### config.mk
export PLATFORM = sky130hd
export DESIGN_NAME = facrr_ctrl
export DESIGN_NICKNAME = d
export VERILOG_FILES = /design/src/rtl/core/facrr_pkg.sv /design/src/rtl/core/facrr_ctrl.sv
export SDC_FILE = /design/constraint.sdc
export NUM_CORES = 1
export LEC_CHECK = 0
export BUFFER_PORTS_ARGS = -buffer_cell sky130_fd_sc_hd__buf_4
export CAP_MARGIN = 40
export CELL_PAD_IN_SITES_DETAIL_PLACEMENT = 1
export CELL_PAD_IN_SITES_GLOBAL_PLACEMENT = 1
export CORE_ASPECT_RATIO = 0.5
export CORE_MARGIN = 4
export CORE_UTILIZATION = 40
export DETAILED_ROUTE_END_ITERATION = 7
export PLACE_DENSITY_LB_ADDON = 0.08
export SYNTH_ARGS = -nofsm -noshare
export SYNTH_HDL_FRONTEND = slang
export SYNTH_SLANG_ARGS = --single-unit
### constraint.sdc
create_clock -name clk -period 3 [get_ports clk]
set_input_delay 0.15 -clock clk [delete_from_list [all_inputs] [get_ports clk]]
set_output_delay 0.15 -clock clk [all_outputs]
set_load 0.1 [all_outputs]
### src/rtl/core/facrr_pkg.sv
`timescale 1ns / 1ps
// ============================================================================
// facrr_pkg
// Shared constants, types and helpers for the fully associative tag cache.
// ============================================================================
package facrr_pkg;

    // Cache geometry
    localparam int CACHE_BYTES   = 32768;
    localparam int ADDRESS_BITS  = 26;
    localparam int MIN_LINE_LOG2 = 3;
    localparam int MAX_LINE_LOG2 = 6;
    localparam int SLOT_CAP      = CACHE_BYTES >> MIN_LINE_LOG2;
    localparam int SLOT_W        = $clog2(SLOT_CAP);
    localparam int COUNT_W       = SLOT_W + 1;
    localparam int TAG_W         = ADDRESS_BITS - MIN_LINE_LOG2;
    localparam int RND_W         = 16;

    // Cell chain: slot = {row, cell}
    localparam int N_CELLS   = 16;
    localparam int CELL_W    = $clog2(N_CELLS);
    localparam int ROWS      = SLOT_CAP / N_CELLS;
    localparam int ROW_W     = $clog2(ROWS);
    localparam int ROW_CNT_W = ROW_W + 1;

    // Line size register
    localparam int SHIFT_W = $clog2(MAX_LINE_LOG2 - MIN_LINE_LOG2 + 1);
    localparam int LINE_W  = 3;
    localparam logic [LINE_W-1:0] LINE_RESET = LINE_W'(MIN_LINE_LOG2);

    // APB register map
    localparam int DATA_W     = 32;
    localparam int APB_ADDR_W = 3;
    localparam logic REG_LINE_CFG = 1'b0;  // register index taken from paddr[2]

    // Search token passed from cell to cell
    typedef struct packed {
        logic              valid;
        logic              last;
        logic [ROW_W-1:0]  row;
        logic              hit;
        logic [SLOT_W-1:0] hit_slot;
    } token_t;

    // Tag write broadcast to the cells
    typedef struct packed {
        logic              en;
        logic [ROW_W-1:0]  row;
        logic [CELL_W-1:0] bank;
        logic [TAG_W-1:0]  tag;
    } wr_t;

    // Clamp the line size to its legal range, return the extra shift above minimum
    function automatic logic [SHIFT_W-1:0] eff_shift(input logic [LINE_W-1:0] line_log2);
        logic [SHIFT_W-1:0] s;
        if (line_log2 < LINE_W'(MIN_LINE_LOG2))
            s = '0;
        else if (line_log2 > LINE_W'(MAX_LINE_LOG2))
            s = SHIFT_W'(MAX_LINE_LOG2 - MIN_LINE_LOG2);
        else
            s = SHIFT_W'(line_log2 - LINE_W'(MIN_LINE_LOG2));
        return s;
    endfunction

endpackage

### src/rtl/core/facrr_ctrl.sv
`timescale 1ns / 1ps
// ============================================================================
// facrr_ctrl
// Access sequencer: latches a request, feeds row tokens into the cell chain,
// collects the first hit, picks and writes a victim on a miss, holds result.
// ============================================================================
module facrr_ctrl (
    input  logic                               clk,
    input  logic                               rst_n,
    input  logic [facrr_pkg::LINE_W-1:0]       line_log2,
    // request channel
    input  logic                               in_valid,
    output logic                               in_ready,
    input  logic [facrr_pkg::ADDRESS_BITS-1:0] address,
    input  logic [facrr_pkg::RND_W-1:0]        random_value,
    // result channel
    output logic                               out_valid,
    input  logic                               out_ready,
    output logic                               hit,
    output logic [facrr_pkg::SLOT_W-1:0]       slot,
    // chain side
    output logic [facrr_pkg::TAG_W-1:0]        key,
    output logic [facrr_pkg::COUNT_W-1:0]      limit,
    output facrr_pkg::wr_t                     wr,
    output facrr_pkg::token_t                  issue_tok,
    input  facrr_pkg::token_t                  chain_tok
);

    typedef enum logic [4:0] {
        ST_IDLE   = 5'b00001,
        ST_SCAN   = 5'b00010,
        ST_DRAIN  = 5'b00100,
        ST_WRITE  = 5'b01000,
        ST_RESULT = 5'b10000
    } state_t;

    state_t                           state_reg, state_next;
    logic [facrr_pkg::ROW_CNT_W-1:0]  row_cnt_reg, row_cnt_next;
    logic [facrr_pkg::ROW_CNT_W-1:0]  nrows_reg, nrows_next;
    logic [facrr_pkg::COUNT_W-1:0]    filled_reg, filled_next;
    logic [facrr_pkg::COUNT_W-1:0]    limit_reg, limit_next;
    logic [facrr_pkg::COUNT_W-1:0]    slots_reg, slots_next;
    logic [facrr_pkg::TAG_W-1:0]      key_reg, key_next;
    logic [facrr_pkg::SLOT_W-1:0]     rnd_reg, rnd_next;
    logic                             found_reg, found_next;
    logic [facrr_pkg::SLOT_W-1:0]     found_slot_reg, found_slot_next;
    logic                             out_valid_reg, out_valid_next;
    logic                             out_hit_reg, out_hit_next;
    logic [facrr_pkg::SLOT_W-1:0]     out_slot_reg, out_slot_next;

    logic [facrr_pkg::SHIFT_W-1:0]    shift;
    logic [facrr_pkg::TAG_W-1:0]      key_calc;
    logic [facrr_pkg::COUNT_W-1:0]    slots_calc;
    logic [facrr_pkg::COUNT_W-1:0]    limit_calc;
    logic [facrr_pkg::ROW_CNT_W-1:0]  nrows_calc;
    logic                             full;
    logic [facrr_pkg::SLOT_W-1:0]     victim;
    logic                             last_row;
    logic                             chain_hit;
    logic                             accept;

    // Request decode: tag, slot count, live limit, rows to scan
    assign shift      = facrr_pkg::eff_shift(line_log2);
    assign key_calc   = facrr_pkg::TAG_W'(address >> facrr_pkg::MIN_LINE_LOG2) >> shift;
    assign slots_calc = facrr_pkg::COUNT_W'(facrr_pkg::SLOT_CAP) >> shift;
    assign limit_calc = (filled_reg < slots_calc) ? filled_reg : slots_calc;
    assign nrows_calc = facrr_pkg::ROW_CNT_W'(
                            (limit_calc + facrr_pkg::COUNT_W'(facrr_pkg::N_CELLS - 1))
                            >> facrr_pkg::CELL_W);

    // Victim: ascending fill until full, then random modulo slot count
    assign full   = (filled_reg >= slots_reg);
    assign victim = full ? (rnd_reg & facrr_pkg::SLOT_W'(slots_reg - 1'b1))
                         : filled_reg[facrr_pkg::SLOT_W-1:0];

    assign in_ready  = (state_reg == ST_IDLE);
    assign accept    = in_valid && in_ready;
    assign last_row  = (row_cnt_reg == (nrows_reg - 1'b1));
    assign chain_hit = chain_tok.valid && chain_tok.hit;

    // Token into the head of the chain
    always_comb
    begin
        issue_tok          = '0;
        issue_tok.valid    = (state_reg == ST_SCAN);
        issue_tok.last     = last_row;
        issue_tok.row      = row_cnt_reg[facrr_pkg::ROW_W-1:0];
    end

    // Victim write broadcast
    always_comb
    begin
        wr.en   = (state_reg == ST_WRITE);
        wr.row  = victim[facrr_pkg::SLOT_W-1 -: facrr_pkg::ROW_W];
        wr.bank = victim[facrr_pkg::CELL_W-1:0];
        wr.tag  = key_reg;
    end

    // Next-state logic
    always_comb
    begin
        state_next      = state_reg;
        row_cnt_next    = row_cnt_reg;
        nrows_next      = nrows_reg;
        filled_next     = filled_reg;
        limit_next      = limit_reg;
        slots_next      = slots_reg;
        key_next        = key_reg;
        rnd_next        = rnd_reg;
        found_next      = found_reg;
        found_slot_next = found_slot_reg;
        out_valid_next  = out_valid_reg;
        out_hit_next    = out_hit_reg;
        out_slot_next   = out_slot_reg;

        if (out_valid_reg && out_ready)
            out_valid_next = 1'b0;

        // first hit leaving the chain is the lowest matching slot
        if (chain_hit && !found_reg)
        begin
            found_next      = 1'b1;
            found_slot_next = chain_tok.hit_slot;
        end

        unique case (state_reg)
            ST_IDLE:
            begin
                if (accept)
                begin
                    key_next     = key_calc;
                    rnd_next     = random_value[facrr_pkg::SLOT_W-1:0];
                    slots_next   = slots_calc;
                    limit_next   = limit_calc;
                    nrows_next   = nrows_calc;
                    row_cnt_next = '0;
                    found_next   = 1'b0;
                    state_next   = (nrows_calc == '0) ? ST_WRITE : ST_SCAN;
                end
            end
            ST_SCAN:
            begin
                row_cnt_next = row_cnt_reg + 1'b1;
                if (last_row)
                    state_next = ST_DRAIN;
            end
            ST_DRAIN:
            begin
                if (chain_tok.valid && chain_tok.last)
                    state_next = (found_reg || chain_hit) ? ST_RESULT : ST_WRITE;
            end
            ST_WRITE:
            begin
                found_slot_next = victim;
                if (!full)
                    filled_next = filled_reg + 1'b1;
                state_next = ST_RESULT;
            end
            ST_RESULT:
            begin
                if (!out_valid_reg || out_ready)
                begin
                    out_valid_next = 1'b1;
                    out_hit_next   = found_reg;
                    out_slot_next  = found_slot_reg;
                    state_next     = ST_IDLE;
                end
            end
            default:
            begin
                state_next = ST_IDLE;
            end
        endcase
    end

    // Control registers
    always_ff @(posedge clk or negedge rst_n)
    begin
        if (!rst_n)
        begin
            state_reg     <= ST_IDLE;
            row_cnt_reg   <= '0;
            nrows_reg     <= '0;
            filled_reg    <= '0;
            limit_reg     <= '0;
            slots_reg     <= '0;
            found_reg     <= 1'b0;
            out_valid_reg <= 1'b0;
        end
        else
        begin
            state_reg     <= state_next;
            row_cnt_reg   <= row_cnt_next;
            nrows_reg     <= nrows_next;
            filled_reg    <= filled_next;
            limit_reg     <= limit_next;
            slots_reg     <= slots_next;
            found_reg     <= found_next;
            out_valid_reg <= out_valid_next;
        end
    end

    // Payload registers
    always_ff @(posedge clk)
    begin
        key_reg        <= key_next;
        rnd_reg        <= rnd_next;
        found_slot_reg <= found_slot_next;
        out_hit_reg    <= out_hit_next;
        out_slot_reg   <= out_slot_next;
    end

    assign key       = key_reg;
    assign limit     = limit_reg;
    assign out_valid = out_valid_reg;
    assign hit       = out_hit_reg;
    assign slot      = out_slot_reg;

    // Checks
    a_fill_bound: assert property (@(posedge clk) disable iff (!rst_n)
        filled_reg <= facrr_pkg::COUNT_W'(facrr_pkg::SLOT_CAP))
        else $error("fill count above capacity");

    a_fill_step: assert property (@(posedge clk) disable iff (!rst_n)
        (filled_reg != $past(filled_reg)) |-> (filled_reg == $past(filled_reg) + 1'b1))
        else $error("fill count moved by more than one");

    a_no_write_on_hit: assert property (@(posedge clk) disable iff (!rst_n)
        wr.en |-> !found_reg)
        else $error("victim write after a hit");

    a_victim_range: assert property (@(posedge clk) disable iff (!rst_n)
        wr.en |-> ({1'b0, victim} < slots_reg))
        else $error("victim outside slot count");

    a_chain_busy: assert property (@(posedge clk) disable iff (!rst_n)
        chain_tok.valid |-> ((state_reg == ST_SCAN) || (state_reg == ST_DRAIN)))
        else $error("token left chain outside a search");

endmodule

==> flow_summary.ini <==
[status]
status = finished, final reports clean

[yosys]
synth.mux.area_fraction_pct = 8.444
synth_edf_count = 60
synth-main-ff-cell = edfxtp_1
ys_types = 50
synthXorXnorAreaFrac_pct = 4.925
seq_area_frac_synth_pct = 52.59
syn_area_mm2 = 0.006046
syn_inst = 552
ys_warn_count = 0
ys_seq_elements = 115
synth_fa_ha_area_share_pct = 2.897
synthSimpleGateAreaFrac_pct = 14.18
avgSynthCellArea_um2 = 10.95
synth_compound_area_share_pct = 8.113
synthArstFlopShare_pct = 47.83
synth_top_family_by_area = simple AND/OR/NAND/NOR gates

[clock_network]
htreeDepth = 4
clk_pin_slew_worst_paths_ns = 0.05
cts_tree = built
cts_root_buf = clkbuf_16
worstSkewPairLatency_ns = 0.41
cts_buffers = 17
cts_buffer_depth = 2
clock_sinks = 115

[setup_path]
crit_path_start_kind = flop
critPathCaptureType = primary output
slowest_delay_ns = 0.46
critical_path_class = reg -> out
cp_common_cell = buf_4
slowest_stage = dfrtp_1
path_buf_inv = 2
crit_required_ns = 2.85
crit_chain = ha_1 > o21ai_0 > a211oi_4 > buf_4 > mux2_2 > buf_4
critPathMaxFanout = 10
path_delay_family = compound AO/OA/AOI/OAI gates
arrival_ns = 2.63

[detailed_routing]
wl_per_cell_um = 17.94
drt_iter0_drc = 192
ant_nets = 0
drt-total-wl_um = 16310
vias_per_cell = 5.051
route.detailed.drc = 0
first_pass_iters = 4
num_vias = 4591

[timing]
hold_slack_ns = 0.01560
hold_viol_final = 0
slew_violations = 0
fin_crit_sh_pct = 92.51
max_slew_margin_pct = 50.44
rsz0062_at_grt = no
min_period_ns = 2.775
tightestPinTransition_ns = 0.7435
clock_skew_ns = 0.01254
layout_setup_ws_ns = 0.2248
finalSetupViolations = 0
max_freq_mhz = 360.3

[finish]
diodes = 0
multi_input_area_mm2 = 0.002392
final-seq-area_mm2 = 0.003179
syn_to_final_growth_pct = 31.04
layout-drive-gt1-share_pct = 31.50
fin_nets = 784
largest_reg_flops = 23
final_cells = 909
fillers = 1580
final_cell_area_mm2 = 0.007923

[floorplan]
rows = 31
start_util_pct = 41.35
die_x_um = 181.9
dieArea_mm2 = 0.01726
die_h_um = 94.93
core-area_mm2 = 0.01462
ios = 182

[power_and_ir_drop]
ir_drop_v = 0.0007270
power_density_mw_per_mm2 = 1095
p_leak_nw = 3.527

[place]
dp_hpwl_um = 11740
portBuffers = 153
routabilityCongestion = 0.8472
dp_cells = 856
preCtsSetupSlack_ns = 0.3713
dpl_cell_area_mm2 = 0.007127

[grt]
track_usage_pct = 19.41
antenna_found_initial = 0
grt_overflow = 0
grt_first_pass_wirelength_um = 26090
grt_pass1_vias = 4942
grt_max_degree = 56

[job]
cap_violations = 0

[hold_path]
hp-class = in -> reg
-- path summary, 6_finish.rpt --
kind	slack, ns	end	from	depth (start not counted)
max	0.22	wr[27]	filled_reg[10]	6
min	0.02	found_slot_reg[3]	chain_tok[3]	3
max reg2reg	0.38	filled_reg[12]	filled_reg[9]	8
min reg2reg	0.42	slot[4]	found_slot_reg[4]	0
max in group asynchronous	2.15	slots_reg[11]	rst_n	2
min in group asynchronous	0.34	row_cnt_reg[6]	rst_n	2
-- synthesized netlist by cell type (7+ instances only) --
| library cell | number | area (µm²) |
|---|---|---|
| nand3_1 | 21 | 105.1 |
| mux2_2 | 12 | 135.1 |
| o21ai_0 | 46 | 230.2 |
| buf_4 | 48 | 360.4 |
| inv_1 | 18 | 67.56 |
| nor3_1 | 11 | 55.05 |
| edfxtp_1 | 60 | 1802 |
| dfrtp_1 | 54 | 1351 |
| clkbuf_1 | 12 | 45.04 |
| mux2i_1 | 24 | 240.2 |
| xor2_1 | 13 | 113.9 |
| nor2_1 | 25 | 93.84 |
| a21oi_1 | 17 | 85.08 |
| nand2_1 | 74 | 277.8 |
| ha_1 | 14 | 175.2 |
| xnor2_1 | 21 | 183.9 |
| buf_2 | 7 | 35.03 |
-- worst register-to-register path, stage by stage, from the launching register on --
cell	delay [ns]
dfrtp_1	0.46
ha_1	0.32
o21ai_0	0.33
a211oi_4	0.15
buf_4	0.22
nor2_2	0.21
nand4_1	0.30
nor4_1	0.37
xor2_1	0.18
-- stage by stage --
step                      power [mW]  utilization [%]  TNS, ns
after floorplan                5.740                -  -0.9158
after global placement         6.541            48.74        0
after detailed placement       6.593            48.74        0
after CTS                      8.706            54.03        0
after global routing           9.075            54.18        0
final                          8.673            54.18        0
-- logic make-up (layout without fill, tap and decap cells) --
logic type	Yosys count	in the layout
other cells	1	13
fa+ha+maj	14	14
buf+inv	89	236
simple gates	172	172
flops	115	115
mux	42	42
compound gates	85	85
xor+xnor	34	34
-- cells in the final DEF, fill, tap and decap left out, types with 2 or more instances in the layout --
cell / n
inv_1: 18
nor4_4: 2
nand4_1: 6
and4_1: 2
conb_1: 13
nand3b_1: 6
dfrtp_1: 54
nand3_1: 21
nor4_1: 4
nor3_1: 11
clkinv_1: 3
bufinv_16: 3
o21ai_1: 7
ha_1: 14
nand2_1: 74
dlygate4sd3_1: 18
mux4_2: 6
buf_4: 166
clkinv_2: 5
xor2_1: 13
nand2b_1: 4
nor3b_1: 2
a31oi_1: 2
clkbuf_16: 17
nor2b_1: 4
clkbuf_1: 2
mux2i_1: 24
o22ai_1: 4
and3_1: 3
o21ai_0: 39
nor3_2: 3
xnor2_1: 21
a22o_1: 6
nor4_2: 2
a21oi_1: 17
nor2_1: 25
edfxtp_1: 60
mux2_2: 12
-- layer usage --
metal	part of all wire [%]	wire length, µm	global-route usage, %	up-vias
met1	45	7404	25.13	2260
met5	0	0	0	-
met3	7.2	1177	7.464	11
met4	0.77	125	4.432	0
li1	-	-	-	2191
met2	47	7601	31.23	129
-- final cells by class --
cell class	instances	area share [%]
Multi-Input combinational cell	360	30.20
Clock inverter	12	1.753
Inverter	19	0.9002
Tap cell	198	3.127
Clock buffer	20	5.638
Sequential cell	115	40.13
Timing Repair Buffer	185	18.26
-- timing repair --
action                     in CTS  in global routing
gates cloned                    0                  0
hold endpoints to repair       71                  0
setup buffers                   0                  3
setup endpoints to repair       6                  6
hold buffers                   18                  0
pin swaps                       0                  1
gates resized for setup         1                  0
-- power breakdown --
part	internal (mW)	leakage, nW	switching (mW)	total (mW)
clock network	1.31	0.288	0.721	2.04
registers	2.05	1.30	0.211	2.26
logic	0.971	1.94	3.41	4.38
total	4.34	3.53	4.34	8.67
Note: power is estimated with default switching activity, not from simulation.
